<file path="src/hw/rtl/bdm_pkg.sv">
// ----------------------------------------------------------------------------
// bdm_pkg
// Shared types and fixed field widths for the block dependence matrix.
// ----------------------------------------------------------------------------
package bdm_pkg;

	localparam int WRITE_FIELDS   = 2;
	localparam int READ_FIELDS    = 3;
	localparam int FIELD_REG_BITS = 16;
	localparam int MASK_BITS      = 32;
	localparam int SLOT_BITS      = 5;

	// one classified instruction, as it waits between front and back
	typedef struct packed {
		logic                                            real_branch;
		logic                                            is_barrier;
		logic                                            touches_memory;
		logic                                            is_store_op;
		logic [WRITE_FIELDS-1:0]                         write_valid;
		logic [WRITE_FIELDS-1:0][FIELD_REG_BITS-1:0]     write_reg;
		logic [READ_FIELDS-1:0]                          read_valid;
		logic [READ_FIELDS-1:0][FIELD_REG_BITS-1:0]      read_reg;
		logic                                            last_in_block;
	} desc_t;

	typedef struct packed {
		logic [MASK_BITS-1:0] pred_mask;
		logic [SLOT_BITS-1:0] slot_index;
		logic                 block_overflow;
	} result_t;

endpackage

</file>
<file path="src/hw/rtl/bdm_queue.sv">
// ----------------------------------------------------------------------------
// bdm_queue
// Small register queue with push/full and pop/empty on either side.
// ----------------------------------------------------------------------------
module bdm_queue #(
	parameter int WIDTH = 8,
	parameter int DEPTH = 2
) (
	input  logic             clk,
	input  logic             arst_n,
	input  logic             push,
	input  logic [WIDTH-1:0] wdata,
	output logic             full,
	input  logic             pop,
	output logic [WIDTH-1:0] rdata,
	output logic             empty
);

	localparam int PW = (DEPTH > 1) ? $clog2(DEPTH) : 1;
	localparam int CW = $clog2(DEPTH + 1);

	logic [WIDTH-1:0] mem_q [DEPTH];
	logic [PW-1:0]    wr_ptr_q;
	logic [PW-1:0]    rd_ptr_q;
	logic [CW-1:0]    cnt_q;
	logic             push_ok;
	logic             pop_ok;

	assign full    = (cnt_q == CW'(DEPTH));
	assign empty   = (cnt_q == '0);
	assign push_ok = push && !full;
	assign pop_ok  = pop && !empty;
	assign rdata   = mem_q[rd_ptr_q];

	always_ff @(posedge clk or negedge arst_n) begin
		if (!arst_n) begin
			wr_ptr_q <= '0;
			rd_ptr_q <= '0;
			cnt_q    <= '0;
		end else begin
			if (push_ok) begin
				wr_ptr_q <= (wr_ptr_q == PW'(DEPTH - 1)) ? '0 : wr_ptr_q + 1'b1;
			end
			if (pop_ok) begin
				rd_ptr_q <= (rd_ptr_q == PW'(DEPTH - 1)) ? '0 : rd_ptr_q + 1'b1;
			end
			if (push_ok && !pop_ok) begin
				cnt_q <= cnt_q + 1'b1;
			end else if (pop_ok && !push_ok) begin
				cnt_q <= cnt_q - 1'b1;
			end
		end
	end

	always_ff @(posedge clk) begin
		if (push_ok) begin
			mem_q[wr_ptr_q] <= wdata;
		end
	end

endmodule

</file>
<file path="src/hw/rtl/bdm_front.sv">
// ----------------------------------------------------------------------------
// bdm_front
// Accepts instruction beats, trims operands to the configured limits and
// queues the descriptor for the matrix back end.
// ----------------------------------------------------------------------------
module bdm_front #(
	parameter int MAX_WRITES = 2,
	parameter int MAX_READS  = 3,
	parameter int REG_BITS   = 16
) (
	input  logic                   clk,
	input  logic                   arst_n,
	input  logic                   push,
	output logic                   full,
	input  logic                   real_branch,
	input  logic                   is_barrier,
	input  logic                   touches_memory,
	input  logic                   is_store_op,
	input  logic [1:0]             write_valid,
	input  logic [15:0]            write_reg_a,
	input  logic [15:0]            write_reg_b,
	input  logic [2:0]             read_valid,
	input  logic [15:0]            read_reg_a,
	input  logic [15:0]            read_reg_b,
	input  logic [15:0]            read_reg_c,
	input  logic                   last_in_block,
	output bdm_pkg::desc_t         desc,
	output logic                   desc_empty,
	input  logic                   desc_pop
);

	import bdm_pkg::*;

	desc_t                     desc_in;
	logic [FIELD_REG_BITS-1:0] reg_keep;
	logic [$bits(desc_t)-1:0]  desc_bits;

	always_comb begin
		reg_keep = '0;
		for (int b = 0; b < FIELD_REG_BITS; b++) begin
			reg_keep[b] = (b < REG_BITS);
		end
	end

	always_comb begin
		desc_in.real_branch    = real_branch;
		desc_in.is_barrier     = is_barrier;
		desc_in.touches_memory = touches_memory;
		desc_in.is_store_op    = is_store_op;
		desc_in.last_in_block  = last_in_block;
		desc_in.write_reg[0]   = write_reg_a & reg_keep;
		desc_in.write_reg[1]   = write_reg_b & reg_keep;
		desc_in.read_reg[0]    = read_reg_a & reg_keep;
		desc_in.read_reg[1]    = read_reg_b & reg_keep;
		desc_in.read_reg[2]    = read_reg_c & reg_keep;
		// operands past the configured limit never take part
		for (int i = 0; i < WRITE_FIELDS; i++) begin
			desc_in.write_valid[i] = write_valid[i] && (i < MAX_WRITES);
		end
		for (int k = 0; k < READ_FIELDS; k++) begin
			desc_in.read_valid[k] = read_valid[k] && (k < MAX_READS);
		end
	end

	bdm_queue #(
		.WIDTH($bits(desc_t)),
		.DEPTH(2)
	) u_desc_queue (
		.clk   (clk),
		.arst_n(arst_n),
		.push  (push),
		.wdata (desc_in),
		.full  (full),
		.pop   (desc_pop),
		.rdata (desc_bits),
		.empty (desc_empty)
	);

	assign desc = desc_t'(desc_bits);

endmodule

</file>
<file path="src/hw/rtl/bdm_back.sv">
// ----------------------------------------------------------------------------
// bdm_back
// Holds the entries of the current block, compares each queued descriptor
// against all of them at once and queues the predecessor mask.
// ----------------------------------------------------------------------------
module bdm_back #(
	parameter int MAX_BLOCK = 32,
	parameter int REG_BITS  = 16
) (
	input  logic             clk,
	input  logic             arst_n,
	input  bdm_pkg::desc_t   desc,
	input  logic             desc_empty,
	output logic             desc_pop,
	output bdm_pkg::result_t res,
	output logic             res_empty,
	input  logic             res_pop
);

	import bdm_pkg::*;

	localparam int CNT_W    = $clog2(MAX_BLOCK + 1);
	localparam int TBL      = (MAX_BLOCK < MASK_BITS) ? MAX_BLOCK : MASK_BITS;
	localparam int TW       = $clog2(TBL);
	localparam int CMP_BITS = (REG_BITS < FIELD_REG_BITS) ? REG_BITS : FIELD_REG_BITS;

	// entries past the mask width are counted but never compared, so not kept
	logic                                      e_branch_q  [TBL];
	logic                                      e_barrier_q [TBL];
	logic                                      e_memory_q  [TBL];
	logic                                      e_store_q   [TBL];
	logic [WRITE_FIELDS-1:0]                   e_wvalid_q  [TBL];
	logic [WRITE_FIELDS-1:0][CMP_BITS-1:0]     e_wreg_q    [TBL];
	logic [CNT_W-1:0]                          count_q;

	logic                       res_full;
	logic                       fire;
	logic                       overflow;
	logic                       store_en;
	logic [TW-1:0]              widx;
	logic [MASK_BITS-1:0]       mask;
	logic [CNT_W+SLOT_BITS-1:0] slot_ext;
	result_t                    res_in;
	logic [$bits(result_t)-1:0] res_bits;

	assign fire     = !desc_empty && !res_full;
	assign desc_pop = fire;
	assign overflow = (count_q == CNT_W'(MAX_BLOCK));
	assign store_en = fire && !overflow && (count_q < CNT_W'(TBL));
	assign widx     = count_q[TW-1:0];
	assign slot_ext = {{SLOT_BITS{1'b0}}, count_q};

	always_comb begin
		logic dep;
		mask = '0;
		for (int j = 0; j < TBL; j++) begin
			dep = e_branch_q[j] || desc.real_branch
				|| (e_barrier_q[j] && desc.touches_memory)
				|| (e_memory_q[j] && desc.is_store_op)
				|| (e_store_q[j] && desc.touches_memory);
			// read-after-write only
			for (int k = 0; k < READ_FIELDS; k++) begin
				for (int i = 0; i < WRITE_FIELDS; i++) begin
					if (desc.read_valid[k] && e_wvalid_q[j][i]
						&& (e_wreg_q[j][i] == desc.read_reg[k][CMP_BITS-1:0])) begin
						dep = 1'b1;
					end
				end
			end
			mask[j] = dep && (count_q > CNT_W'(j));
		end
	end

	always_comb begin
		res_in.pred_mask      = mask;
		res_in.slot_index     = overflow ? '0 : slot_ext[SLOT_BITS-1:0];
		res_in.block_overflow = overflow;
	end

	always_ff @(posedge clk or negedge arst_n) begin
		if (!arst_n) begin
			count_q <= '0;
		end else if (fire) begin
			if (desc.last_in_block) begin
				count_q <= '0;
			end else if (!overflow) begin
				count_q <= count_q + 1'b1;
			end
		end
	end

	always_ff @(posedge clk) begin
		if (store_en) begin
			e_branch_q[widx]  <= desc.real_branch;
			e_barrier_q[widx] <= desc.is_barrier;
			e_memory_q[widx]  <= desc.touches_memory;
			e_store_q[widx]   <= desc.is_store_op;
			e_wvalid_q[widx]  <= desc.write_valid;
			for (int i = 0; i < WRITE_FIELDS; i++) begin
				e_wreg_q[widx][i] <= desc.write_reg[i][CMP_BITS-1:0];
			end
		end
	end

	bdm_queue #(
		.WIDTH($bits(result_t)),
		.DEPTH(2)
	) u_res_queue (
		.clk   (clk),
		.arst_n(arst_n),
		.push  (fire),
		.wdata (res_in),
		.full  (res_full),
		.pop   (res_pop),
		.rdata (res_bits),
		.empty (res_empty)
	);

	assign res = result_t'(res_bits);

endmodule

</file>
<file path="src/hw/rtl/block_dependence_matrix.sv">
// ----------------------------------------------------------------------------
// block_dependence_matrix
// Per basic block dependence matrix: gives each instruction a mask of the
// earlier instructions of its block that it depends on.
// ----------------------------------------------------------------------------
// path: a push is registered in the front queue, then in the result queue (empty low)
// rate: one instruction per cycle while the result queue has room, the back end
//   comparing the new descriptor against every stored entry combinationally
// reset: queues empty and entry count cleared; stored entries are not
//   cleared, only entries below the count are ever compared
module block_dependence_matrix #(
	parameter int MAX_BLOCK  = 32,
	parameter int MAX_WRITES = 2,
	parameter int MAX_READS  = 3,
	parameter int REG_BITS   = 16
) (
	input  logic        clk,
	input  logic        arst_n,
	input  logic        push,
	output logic        full,
	input  logic        real_branch,
	input  logic        is_barrier,
	input  logic        touches_memory,
	input  logic        is_store_op,
	input  logic [1:0]  write_valid,
	input  logic [15:0] write_reg_a,
	input  logic [15:0] write_reg_b,
	input  logic [2:0]  read_valid,
	input  logic [15:0] read_reg_a,
	input  logic [15:0] read_reg_b,
	input  logic [15:0] read_reg_c,
	input  logic        last_in_block,
	output logic        empty,
	input  logic        pop,
	output logic [31:0] pred_mask,
	output logic [4:0]  slot_index,
	output logic        block_overflow
);

	import bdm_pkg::*;

	desc_t   desc;
	logic    desc_empty;
	logic    desc_pop;
	result_t res;

	bdm_front #(
		.MAX_WRITES(MAX_WRITES),
		.MAX_READS (MAX_READS),
		.REG_BITS  (REG_BITS)
	) u_front (
		.clk           (clk),
		.arst_n        (arst_n),
		.push          (push),
		.full          (full),
		.real_branch   (real_branch),
		.is_barrier    (is_barrier),
		.touches_memory(touches_memory),
		.is_store_op   (is_store_op),
		.write_valid   (write_valid),
		.write_reg_a   (write_reg_a),
		.write_reg_b   (write_reg_b),
		.read_valid    (read_valid),
		.read_reg_a    (read_reg_a),
		.read_reg_b    (read_reg_b),
		.read_reg_c    (read_reg_c),
		.last_in_block (last_in_block),
		.desc          (desc),
		.desc_empty    (desc_empty),
		.desc_pop      (desc_pop)
	);

	bdm_back #(
		.MAX_BLOCK(MAX_BLOCK),
		.REG_BITS (REG_BITS)
	) u_back (
		.clk       (clk),
		.arst_n    (arst_n),
		.desc      (desc),
		.desc_empty(desc_empty),
		.desc_pop  (desc_pop),
		.res       (res),
		.res_empty (empty),
		.res_pop   (pop)
	);

	assign pred_mask      = res.pred_mask;
	assign slot_index     = res.slot_index;
	assign block_overflow = res.block_overflow;

endmodule
</file>
<file path="config.mk">
export PLATFORM = sky130hd
export DESIGN_NAME = block_dependence_matrix
export DESIGN_NICKNAME = d
export VERILOG_FILES = /design/src/hw/rtl/bdm_pkg.sv /design/src/hw/rtl/bdm_queue.sv /design/src/hw/rtl/bdm_front.sv /design/src/hw/rtl/bdm_back.sv /design/src/hw/rtl/block_dependence_matrix.sv
export SDC_FILE = /design/constraint.sdc
export NUM_CORES = 2
export LEC_CHECK = 0
export BUFFER_PORTS_ARGS = -buffer_cell sky130_fd_sc_hd__buf_2
export CORE_MARGIN = 10
export CORE_UTILIZATION = 33
export CTS_CLUSTER_DIAMETER = 150
export DETAILED_ROUTE_END_ITERATION = 12
export PLACE_DENSITY_LB_ADDON = 0.08
export RECOVER_POWER = 50
export SLEW_MARGIN = 20
export SYNTH_ARGS = -nofsm -noshare
export SYNTH_HDL_FRONTEND = slang
export SYNTH_SLANG_ARGS = --single-unit
export TNS_END_PERCENT = 5
</file>
<file path="constraint.sdc">
create_clock -name clk -period 5.9 [get_ports clk]
set_input_delay 0.295 -clock clk [delete_from_list [all_inputs] [get_ports clk]]
set_output_delay 0.295 -clock clk [all_outputs]
set_load 0.05 [all_outputs]
</file>
==> results by group <==
Floorplanning
  • Die footprint: 275600 um^2
  • Die Span Y: 524.9 um
  • Initial Util: 33.14%
  • Die Wd: 524.9 um
  • Placeable core area: 253900 um^2
  • IO Pins: 134
  • Row cnt: 185

Yosys
  • Area share of the largest cell type after synthesis: 52.54%
  • Ys Warns: 0
  • Synth Instances: between 6k and 7k
  • Post-synth EDFFs: 1472
  • Syn Nets: 6699
  • Cell taking the most area after synthesis: edfxtp_1
  • Avg Inst Size Synth: 12.75 um^2
  • Synth Flop Type: edfxtp_1
  • Yosys cell types: 43
  • Post-synthesis sequential area ratio: a little over half
  • Yosys reg bits: 1486
  • Ys async rst share: less than 1%
  • Synth top area cells: edfxtp_1, xor2_1, xnor2_1, nand4_1, nor4_1
  • Post-Syn Area: 84140 um^2

STA
  • Tcrit/Tclk final: 88.29%
  • RSZ-0062 raised after global routing: no
  • Final worst path period need: 5.209 ns
  • Setup TNS: 0 ns
  • Min Hold Slack: 0.1535 ns
  • Slew Viols, Final: roughly 1.1k
  • Least-Margin Pin Slew: 3.301 ns
  • Skew final: 0.03936 ns
  • Fmax achieved: 192.0 MHz
  • Fin. Hold Viols: 0
  • Final setup violation count: 0
  • Slew Limit Headroom: -120.1%

Layout
  • Final net count: between 7k and 8k
  • Final std cells w/o fill: 10.53k
  • Most common cell after layout, fill and taps aside: xor2_1
  • Most frequent cells in the layout: xor2_1, edfxtp_1, xnor2_1, nand4_1, nor4_1
  • Finished Core Util: approximately 39%
  • Syn-to-layout area delta: 16.62%
  • Fillcell total: 24.16k
  • Share of cells above drive strength 1: 10.99%

Setup path
  • CP max stage delay: ~2.3 ns
  • Crit path cell chain: buf_12, mux2_1, clkbuf_1
  • Crit Path Class: reg2reg
  • Critical path arrival: around 5.7 ns
  • Crit. End Element: flip-flop
  • Worst path slowest cell: mux2_1
  • CP Max Fanout: 25
  • Worst Setup Start Kind: flip-flop
  • Reg2reg path depth: 3
  • Critical path data required time: roughly 6.4 ns

Route
  • Vias/cell: 5.947
  • Drt first-iter violations: 9543
  • DRT Pass-1 Iters: 6
  • Via count: 62.64k
  • DRC viols: 0
  • Antenna viol nets, final: 0
  • Routed length per instance: 41.78 um
  • Routed Wire Length: 440100 um

Global routing
  • Vias in the first global route: 60.79k
  • First-pass GRT wire length: 577200 um
  • Largest net degree at the start of global routing: 91
  • Grt peak-use layer: met2
  • Met3 usage in global routing: 5.494%
  • GRT Util Overall: 30.59%
  • Initial antenna violation count: 57
  • Total gr overflow: 0
  • Met2 Use GR: 45.76%
  • Met1 usage: 42.35%

CTS
  • Clk sink count: 1486
  • CTS tree: built
  • Worst-Skew Late Latency: 0.87 ns
  • Hold_buf cts: 95
  • Setup Buffers After CTS: 0
  • Reg clk slew, reported paths: around 0.060 ns
  • Max Root-Sink Buffers: 3
  • CTS HTree Levels: 4
  • Clk Tree Root Cell: clkbuf_16
  • Post-CTS sizing: 0
  • Num CTS Buffers: 177

Min path
  • Type of the tightest min-delay check: in2reg
  • Hold path cells: 2

Placement
  • Placed cells: 10.07k
  • DP HPWL: 270800 um
  • Final GP Congestion: 0.9131
  • I/O Buffers: 133

Run status
  • Status: finished, violations left
  • Failing checks: max-capacitance violations, max-slew violations

Job
  • Max Cap Violations: 40

Pwr
  • LEAKAGE: 0.03225 uW
  • Pwr dens: 568.7 nW/um^2
  • Worst IR Drop VDD: about 0.36 mV
## area by class of cell
cell class | instances | area [um^2] | area share [%]
Tap cell | 3366 | 4212 | 4.292
Timing Repair Buffer | 597 | 5266 | 5.367
Clock inverter | 115 | 1340 | 1.366
Clock buffer | 207 | 4603 | 4.691
Multi-Input combinational cell | 4712 | 38010 | 38.74
Inverter | 10 | 37.54 | 0.03826
Antenna cell | 40 | 100.1 | 0.1020
Sequential cell | 1486 | 44550 | 45.41
## layer usage
| metal | wire (um) | vias to the layer above |
|---|---|---|
| li1 | - | 24490 |
| met1 | 182200 | 32490 |
| met4 | 26800 | 8 |
| met3 | 42590 | 1084 |
| met2 | 188500 | 4582 |
| met5 | 54 | - |
## power breakdown
part           total (uW)  switching, uW  internal (uW)
Combinational       29500          22000           7490
Clock               11500           4920           6620
Sequential          14800            755          14000
## sequential cells by signal (all words and copies together), names as in the netlist
signal / cells
u_back.u_res_queue.wr_ptr_q: 1
u_back.u_res_queue.cnt_q: 2
u_back.e_wreg_q: 1024
u_back.u_res_queue.rd_ptr_q: 1
u_front.u_desc_queue.wr_ptr_q: 1
u_back.e_barrier_q: 32
u_back.e_memory_q: 32
u_back.count_q: 6
u_back.u_res_queue.mem_q: 76
u_back.e_branch_q: 32
u_front.u_desc_queue.mem_q: 180
u_back.e_store_q: 32
u_back.e_wvalid_q: 64
u_front.u_desc_queue.cnt_q: 2
u_front.u_desc_queue.rd_ptr_q: 1
## stage by stage
stage	cell area, um^2	power, uW	setup WS, ns
after detailed placement	91490	43580	1.616
after global routing	98070	56400	0.7534
after floorplan	84140	28720	0.9809
after global placement	91260	43680	1.632
after CTS	98390	55180	1.588
final	98120	55800	0.6911
## critical path: cells and delay by family, from the launching register on
kind                   cells  cell delay [ns]
multiplexers               1             2.34
buffers and inverters      2             1.25
flip-flops                 1             1.16
## kinds of logic after synthesis
logic type	share of synthesized area, %
AOI/OAI and AO/OA	0.8254
and+or+nand+nor	9.488
DFF	52.95
adders and majority gates	0.08922
buffers and inverters	2.916
xor gates and xnor gates	32.05
muxes	1.679
## worst paths after layout
check / startpoint / endpoint / slack, ns
max in group asynchronous: arst_n / u_front.u_desc_queue.rd_ptr_q$_DFFE_PN0P_ / 4.12
max: u_front.u_desc_queue.rd_ptr_q$_DFFE_PN0P_ / u_back.e_wreg_q[31][21]$_DFFE_PP_ / 0.69
min reg2reg: u_front.u_desc_queue.cnt_q[1]$_DFFE_PN0P_ / u_front.u_desc_queue.cnt_q[1]$_DFFE_PN0P_ / 0.50
min: write_valid[1] / u_front.u_desc_queue.mem_q[1][85]$_DFFE_PP_ / 0.15
max reg2reg: u_front.u_desc_queue.rd_ptr_q$_DFFE_PN0P_ / u_back.e_wreg_q[31][21]$_DFFE_PP_ / 0.69
min in group asynchronous: arst_n / u_back.count_q[4]$_DFFE_PN0P_ / 0.93
## cells in the mapped netlist, types with 46 or more instances
master / count
nor2_1: 110
xnor2_1: 875
mux2_2: 79
buf_2: 188
nand3_1: 194
buf_4: 124
o21ai_0: 47
xor2_1: 2204
nand4_1: 554
edfxtp_1: 1472
nor4_1: 418
mux2i_1: 50
nand2_1: 46
No activity file was read; power rests on OpenSTA's default activity.
